[src/sv/msa_pkg.sv]
package msa_pkg;

    // Field widths fixed by the item formats.
    localparam int CMD_W     = 2;
    localparam int ROW_W     = 6;
    localparam int COL_W     = 6;
    localparam int BIN_W     = 7;
    localparam int SAMPLE_W  = 32;
    localparam int SUM_W     = 64;
    localparam int AVG_W     = 32;
    localparam int SCAN_W    = 16;
    localparam int FRAME_W   = 12;
    localparam int FPS_W     = 13;
    localparam int STATUS_W  = 2;
    localparam int CFG_IDX_W = 1;
    localparam int CFG_DATA_W = 16;

    // Default geometry of the store.
    localparam int ROWS_DEFAULT = 48;
    localparam int COLS_DEFAULT = 48;
    localparam int BINS_DEFAULT = 128;

    // Commands.
    localparam logic [CMD_W-1:0] CMD_ACCUMULATE = 2'd0;
    localparam logic [CMD_W-1:0] CMD_READ       = 2'd1;
    localparam logic [CMD_W-1:0] CMD_CLEAR      = 2'd2;

    // Result status codes.
    localparam logic [STATUS_W-1:0] STATUS_OK        = 2'd0;
    localparam logic [STATUS_W-1:0] STATUS_DROPPED   = 2'd1;
    localparam logic [STATUS_W-1:0] STATUS_NO_SCANS  = 2'd2;

    // Configuration register indexes and reset values.
    localparam logic [CFG_IDX_W-1:0] REG_FRAMES_PER_SCAN  = 1'd0;
    localparam logic [CFG_IDX_W-1:0] REG_SCANS_TO_AVERAGE = 1'd1;
    localparam logic [FPS_W-1:0]     FRAMES_PER_SCAN_RESET  = 13'd2304;
    localparam logic [SCAN_W-1:0]    SCANS_TO_AVERAGE_RESET = 16'd8;
    localparam logic [SCAN_W-1:0]    SCAN_MAX               = 16'hFFFF;

    typedef struct packed {
        logic [CMD_W-1:0]    command;
        logic [ROW_W-1:0]    row;
        logic [COL_W-1:0]    col;
        logic [BIN_W-1:0]    bin;
        logic [SAMPLE_W-1:0] sample;
        logic                frame_end;
    } item_t;

    typedef struct packed {
        logic [AVG_W-1:0]    average;
        logic [SCAN_W-1:0]   scans_done;
        logic                ready_res;
        logic [STATUS_W-1:0] status;
    } result_t;

endpackage

[src/sv/msa_divider.sv]
module msa_divider (
    input  logic                              clk,
    input  logic                              rst_n,
    input  logic                              start,
    input  logic [msa_pkg::SUM_W-1:0]         dividend,
    input  logic [msa_pkg::SCAN_W-1:0]        divisor,
    output logic                              done,
    output logic [msa_pkg::SUM_W-1:0]         quotient
);

    localparam int CNT_W = $clog2(msa_pkg::SUM_W);

    logic [msa_pkg::SUM_W-1:0]  quo_reg;
    logic [msa_pkg::SCAN_W-1:0] rem_reg;
    logic [msa_pkg::SCAN_W-1:0] rem_next;
    logic [msa_pkg::SCAN_W-1:0] div_reg;
    logic [CNT_W-1:0]           cnt_reg;
    logic                       busy_reg;
    logic                       done_reg;
    logic [msa_pkg::SCAN_W:0]   rem_shift;
    logic                       qbit;

    // Restoring division, one quotient bit per cycle. The dividend shifts out
    // of the top of quo_reg while quotient bits shift in at the bottom.
    always_comb
    begin
        rem_shift = {rem_reg, quo_reg[msa_pkg::SUM_W-1]};
        qbit      = (rem_shift >= {1'b0, div_reg});
        if (qbit)
        begin
            rem_next = msa_pkg::SCAN_W'(rem_shift - {1'b0, div_reg});
        end
        else
        begin
            rem_next = rem_shift[msa_pkg::SCAN_W-1:0];
        end
    end

    always_ff @(posedge clk or negedge rst_n)
    begin
        if (!rst_n)
        begin
            busy_reg <= 1'b0;
            done_reg <= 1'b0;
            cnt_reg  <= '0;
        end
        else
        begin
            done_reg <= 1'b0;
            if (start)
            begin
                busy_reg <= 1'b1;
                cnt_reg  <= '0;
            end
            else if (busy_reg)
            begin
                cnt_reg <= cnt_reg + 1'b1;
                if (cnt_reg == CNT_W'(msa_pkg::SUM_W - 1))
                begin
                    busy_reg <= 1'b0;
                    done_reg <= 1'b1;
                end
            end
        end
    end

    always_ff @(posedge clk)
    begin
        if (start)
        begin
            quo_reg <= dividend;
            rem_reg <= '0;
            div_reg <= divisor;
        end
        else if (busy_reg)
        begin
            quo_reg <= {quo_reg[msa_pkg::SUM_W-2:0], qbit};
            rem_reg <= rem_next;
        end
    end

    assign done     = done_reg;
    assign quotient = quo_reg;

endmodule

[config.mk]
export PLATFORM = sky130hd
export DESIGN_NAME = msa_divider
export DESIGN_NICKNAME = d
export VERILOG_FILES = /design/src/sv/msa_pkg.sv /design/src/sv/msa_divider.sv
export SDC_FILE = /design/constraint.sdc
export NUM_CORES = 1
export LEC_CHECK = 0
export BUFFER_PORTS_ARGS = -buffer_cell sky130_fd_sc_hd__buf_2
export CAP_MARGIN = 20
export CORE_MARGIN = 2
export CORE_UTILIZATION = 45
export CTS_CLUSTER_DIAMETER = 80
export DETAILED_ROUTE_END_ITERATION = 8
export PLACE_DENSITY = 0.73
export SLEW_MARGIN = 20
export SYNTH_ARGS = -nofsm -noshare
export SYNTH_HDL_FRONTEND = slang
export SYNTH_SLANG_ARGS = --single-unit
[constraint.sdc]
create_clock -name clk -period 3 [get_ports clk]
set_clock_uncertainty 0.15 [all_clocks]
set_input_delay 0.15 -clock clk [delete_from_list [all_inputs] [get_ports clk]]
set_output_delay 0.15 -clock clk [all_outputs]
set_load 0.01 [all_outputs]
==> results of run 1 <==
[metrics by stage]
step / instance area, um^2 / setup WS, ns / cells / power, mW / hold slack, ns
floorplan: 5268 / 0.3398 / 427 / 2.043 / -0.2956
global placement: 6155 / 0.4530 / 702 / 2.235 / -0.1532
detailed placement: 6155 / 0.3794 / 702 / 2.249 / -0.1498
CTS: 7288 / 0.3553 / 800 / 3.577 / 0.02305
global route: 7288 / 0.09774 / 800 / 3.712 / 0.007932
finish: 7288 / 0.3807 / 800 / 3.572 / 0.005938
[report_power, final]
group | internal, mW | leakage, nW | switching (mW)
Combinational | 0.308 | 1.91 | 0.259
Clock | 0.667 | 0.156 | 0.585
Sequential | 1.69 | 1.07 | 0.0675
Total | 2.66 | 3.13 | 0.911
[metal layers]
layer	share of wire	routed length, um	up-vias	GRT usage
met5	0	0	-	0
met4	0.015	199	0	0.06585
met3	0.063	837	15	0.07505
met2	0.51	6675	128	0.3711
met1	0.42	5496	1983	0.2580
li1	-	-	2025	-
[cells in the final DEF, fill, tap and decap left out, drive strengths merged, types with 4 or more instances in the layout]
master / netlist / final
o31ai: 6 / 6
mux2: 63 / 63
edfxtp: 80 / 80
a21o: 9 / 9
ha: 17 / 17
dfrtp: 8 / 8
nand3: 5 / 5
a311oi: 10 / 10
buf: 6 / 153
nand2: 35 / 35
xor2: 4 / 4
and2: 6 / 6
nor3b: 4 / 4
xnor2: 9 / 9
dlygate4sd3: 0 / 82
o21ai: 9 / 9
inv: 21 / 23
a21oi: 21 / 21
nor2: 35 / 35
nand2b: 8 / 8
dfxtp: 16 / 16
clkbuf: 15 / 9
[area by class of cell]
| cell class | count | area, um^2 |
|---|---|---|
| fillers | 870 | 4130 |
| flip-flops and latches | 104 | 2923 |
| multi-input cells | 281 | 2162 |
| repair buffers | 235 | 1629 |
| clock buffers | 9 | 225.2 |
| well taps | 143 | 178.9 |
| clock inverters | 7 | 87.58 |
| inverters | 21 | 82.58 |
[worst max-delay path, delay by kind of cell (launching register included)]
kind,cells,cell delay (ns)
DFF,1,0.37
and+or+nand+nor,1,0.19
AOI/OAI and AO/OA,5,1.15
adders and majority gates,2,0.59
buffers and inverters,1,0.06
[final timing paths]
kind                               from  cells past startpoint  slack, ns          end
setup / recovery           quotient[63]                      9       0.38  rem_reg[12]
max in group asynchronous         rst_n                      2       2.53   cnt_reg[0]
setup reg to reg           quotient[63]                      9       0.38  rem_reg[12]
hold / removal                    rst_n                      2      0.006   cnt_reg[3]
hold reg to reg             rem_reg[10]                      2       0.36  rem_reg[11]
min in group clk             divisor[5]                      2       0.35   div_reg[5]
[cell families after synthesis]
| group | after synthesis |
|---|---|
| compound gates | 76 |
| xor+xnor | 13 |
| fa+ha+maj | 18 |
| buf+inv | 42 |
| flops | 104 |
| mux | 65 |
| simple gates | 109 |
[repair_timing]
action | in CTS | in global routing
buffers inserted | 0 | 0
hold endpoints to repair | 89 | 0
hold buffers | 82 | 0
==> summary.txt, run 1 <==
Die Wd: 112.2 um
Cts bufs inserted: 9
FP Rows: 39
Remaining global-route overflow: 0
Setup violations, final: 0
RSZ-0062 raised after global routing: false
Worst EP arrival: 2.74 ns
CP max stage delay: 0.38 ns
Resized Gates After CTS: 0
Drt total wl: 13,210 um
CTS tree: done
Core ar.: 11,420 um^2
Clk sinks: 104
Slew HR: 0.6125
Largest net degree at the start of global routing: 112
Initial antenna violation count: 0
Min cycle time layout: 2.619 ns
CTS root buf: clkbuf_16
CP Capture Type: flop
Share of the synthesized area in the top cell type: 0.4564
Crit path top cell by count: a21oi_1
Synthesized cell area: 5264 um^2
Worst VDD drop: 468.3 uV
Area grow syn2layout: 38.46%
Max Transition Viols Final: 0
Clock Pin Slew Worst Setup and Hold Paths: 0.08 ns
Slowest cell on the critical path: fa_1
Largest area contributor in the netlist: edfxtp_1
Yosys reg bits: 104
Area share of and/or/nand/nor cells after synthesis: 0.09865
Ys flop type: edfxtp_1
Asr flop ratio synth: 0.07692
Worst setup SP type: flop
Vias/cell: 5.189
Final core utilization: 0.6383
XOR/XNOR Fraction of Synth Area: 0.02163
ANT cells: 0
Post-route antenna net violation count: 0
Routability Congestion: 0.8974
Htree depth: 3
Clk_lat worst skew: 0.36 ns
Worst Path Required: 3.12 ns
Initial DRC count: 214
Worst Max-Slew Pin Slew: 0.5812 ns
First-pass GRT wire length: 21,470 um
Total GRT Usage: 0.2165
Mux cell area share after synthesis: 0.1386
Post-synth EDFFs: 80
CP max FO: 4
NumNets Final: 753
Residual DRC: 0
Fmax: 0.3818 GHz
Top cells by area, synth: edfxtp_1, mux2_2, dfxtp_1
Number of placed I/O pins: 148
Most frequent cells after synthesis: edfxtp_1, mux2_2, nand2_1, nor2_1
Max FFs per register: 64
Net Count, Synth: 528
CP Cell Sequence: inv_1, ha_1, fa_1, nand2b_1, a21oi_1, a21oi_1, a2111oi_0, a311oi_1, o31ai_1
Cell with the most instances after synthesis: edfxtp_1
Final setup TNS: 0 ns
CP Class: flop to flop
Vias: 4,151
Power Dens Cells: 490.1 nW/um^2
Post-Synthesis Cells: 427
Hold Path Class: input port to async pin
WL/cell: 16.51 um
Post-Synth Adder-Cell Area: 0.04421
Synth Area in Compound Gates: 0.1077
Sequential fraction of the synthesis area: 0.5553
Proportion of layout cells with a drive suffix above 1: 0.3699
Largest family of logic cells by synthesized area: multiplexers
Static leakage: 3.134 nW
Max_cap viols: 0
Initial core utilization: 0.4610
Vias in the first global route: 4,356
Part of the cycle the worst path needs: 0.8731
Detailed Place HPWL: 7990 um
Synthesis Warnings: 0
Drt first pass iters: 4
Longest Clk Path Bufs: 2
Final hold vios: 0
IO Port Bufs: 147
Avg Cell Area, Syn: 12.33 um^2
Status: complete, no violations
Yosys cell types: 54
Die area: 12,580 um^2
Die H: 112.2 um
(Power assumes the default switching activity.)
==> inputs of run 2 (changes only) <==
--- a/config.mk
+++ b/config.mk
@@ -9,6 +9,7 @@
 export CAP_MARGIN = 20
 export CORE_MARGIN = 2
 export CORE_UTILIZATION = 45
+export CTS_BUF_LIST = sky130_fd_sc_hd__clkbuf_8
 export CTS_CLUSTER_DIAMETER = 80
 export DETAILED_ROUTE_END_ITERATION = 8
 export PLACE_DENSITY = 0.73
==> run 2 against run 1 <==
Sequential share of layout area rose by 0.51 points. Via count fell by 0.46%. Non-clock buffer count rose by 1. Clock-buffer cell count did not move. Flip-flop and latch count did not move. Setup slack got worse by 0.018 ns. Critical endpoint unchanged. Largest power group unchanged.
==> summary.txt, run 2 (synthesis gave the netlist of run 1 again) <==
Final hold vios: 0 (unchanged)
Max Transition Viols Final: 0 (unchanged)
Htree depth: 3 (unchanged)
ANT cells: 0 (unchanged)
Post-route antenna net violation count: 0 (unchanged)
Longest Clk Path Bufs: 2 (unchanged)
Status: complete, no violations (unchanged)
Final instance area: 7197 um^2 (was 7288 um^2)
Proportion of layout cells with a drive suffix above 1: 0.3693 (was 0.3699)
Power Dens Cells: 453.7 nW/um^2 (was 490.1 nW/um^2)
Final core utilization: 0.6303 (was 0.6383)
Initial core utilization: 0.4610 (unchanged)
WL/cell: 15.97 um (was 16.51 um)
FP Rows: 39 (unchanged)
Setup violations, final: 0 (unchanged)
Pre-CTS setup slack: 0.3794 ns (unchanged)
Commonest non-fill, non-tap cell in the layout: buf_2 (unchanged)
Min cycle time layout: 2.637 ns (was 2.619 ns)
Cts bufs inserted: 9 (unchanged)
Initial antenna violation count: 0 (unchanged)
Most frequent cells in the layout: buf_2, dlygate4sd3_1, edfxtp_1 (unchanged)
Vias in the first global route: 4,320 (was 4,356)
Clk sinks: 104 (unchanged)
Max_cap viols: 0 (unchanged)
CTS root buf: clkbuf_8 (was clkbuf_16)
RSZ-0062 raised after global routing: false (unchanged)
Worst VDD drop: 482.7 uV (was 468.3 uV)
Hold Path Class: input port to flop (was input port to async pin)
Setup ws final: 0.3629 ns (was 0.3807 ns)
Total GRT Usage: 0.2075 (was 0.2165)
Largest net degree at the start of global routing: 112 (unchanged)
Part of the cycle the worst path needs: 0.8790 (was 0.8731)
Routability Congestion: 0.8974 (unchanged)
First-pass GRT wire length: 20,800 um (was 21,470 um)
IO Port Bufs: 147 (unchanged)
CP max stage delay: 0.38 ns (about the same)
Slowest cell on the critical path: edfxtp_1 (was fa_1)
Die area: 12,580 um^2 (unchanged)
Min Hold Slack: 0.3138 ns (was 0.005938 ns)
Drt total wl: 12,790 um (was 13,210 um)
DP Area: 6155 um^2 (unchanged)
CP Class: flop to flop (unchanged)
Clk_lat worst skew: 0.39 ns (was 0.36 ns)
Vias/cell: 5.159 (was 5.189)
Fmax: 0.3792 GHz (was 0.3818 GHz)
Number of placed I/O pins: 148 (unchanged)
Worst EP arrival: 2.79 ns (was 2.74 ns)
NumNets Final: 754 (was 753)
CP max FO: 4 (unchanged)
Post-CTS setup buffers: 0 (unchanged)
Worst Max-Slew Pin Slew: 0.5763 ns (was 0.5812 ns)
Initial DRC count: 176 (was 214)
Die Wd: 112.2 um (unchanged)
Core ar.: 11,420 um^2 (unchanged)
Die H: 112.2 um (unchanged)
Slew HR: 0.6158 (was 0.6125)
Worst Path Required: 3.15 ns (was 3.12 ns)
CP Capture Type: flop (unchanged)
Vias: 4,132 (was 4,151)
Drt first pass iters: 5 (was 4)
Area grow syn2layout: 36.72% (was 38.46%)
CTS tree: done (unchanged)
Clock Pin Slew Worst Setup and Hold Paths: 0.10 ns (was 0.08 ns)
CP Cell Sequence: inv_1, ha_1, fa_1, nand2b_1, a21oi_1, a21oi_1, a2111oi_0, a311oi_1, o31ai_1 (unchanged)
Crit path top cell by count: a21oi_1 (unchanged)
Remaining global-route overflow: 0 (unchanged)
Number of fill cells: 875 (was 870)
Final setup TNS: 0 ns (unchanged)
Detailed Place HPWL: 7990 um (unchanged)
Worst setup SP type: flop (unchanged)
Static leakage: 3.092 nW (was 3.134 nW)
Max FFs per register: 64 (unchanged)
Residual DRC: 0 (unchanged)
## run 2: cell count changes in the layout (fill, tap and decap cells not counted), sizes merged
cell | before | now
dlygate4sd3 | 82 | 83
## run 2: worst paths after layout
path                               end  slack, ns  depth (start not counted)          from
max in group asynchronous   cnt_reg[5]       1.87                          3         rst_n
min in group asynchronous   cnt_reg[0]       0.56                          3         rst_n
max                        rem_reg[12]       0.36                          9  quotient[63]
min                         div_reg[5]       0.31                          2    divisor[5]
max reg2reg                rem_reg[12]       0.36                          9  quotient[63]
min reg2reg                rem_reg[11]       0.36                          2   rem_reg[10]
## run 2: per-layer routing
layer	track usage	vias up	share of wire
met3	0.06263	19	0.062
li1	-	2023	-
met5	0	-	0
met1	0.2432	1960	0.41
met2	0.3639	130	0.51
met4	0.06992	0	0.017
## run 2: per-stage QoR
step           power, mW  cells
2_1_floorplan      2.043    427
3_3_place_gp       2.235    702
3_5_place_dp       2.249    702
4_1_cts            3.272    801
5_1_grt            3.396    801
6_report           3.265    801
## run 2: repair_timing
item,in CTS,in global routing
gates resized for setup,0,0
hold endpoints to repair,89,0
hold buffers,83,0
## run 2: layout make-up
class	instances	area, um^2	area share
clock inverters	7	87.58	0.01217
inverters	21	82.58	0.01147
clock buffers	9	123.9	0.01721
well taps	143	178.9	0.02486
multi-input cells	281	2162	0.3004
repair buffers	236	1639	0.2277
flip-flops and latches	104	2923	0.4061
## run 2: worst max-delay path: cells and delay by family, from the launching register on
kind                       cells  cell delay, ns
DFF                            1            0.38
and+or+nand+nor                1            0.19
adders and majority gates      2            0.59
AOI/OAI and AO/OA              5            1.18
buffers and inverters          1            0.06
## run 2: power breakdown
group	total (mW)	internal, mW	switching, mW	leakage, nW
clock	0.949	0.405	0.544	0.110
combinational	0.564	0.308	0.256	1.91
sequential	1.75	1.69	0.0663	1.07
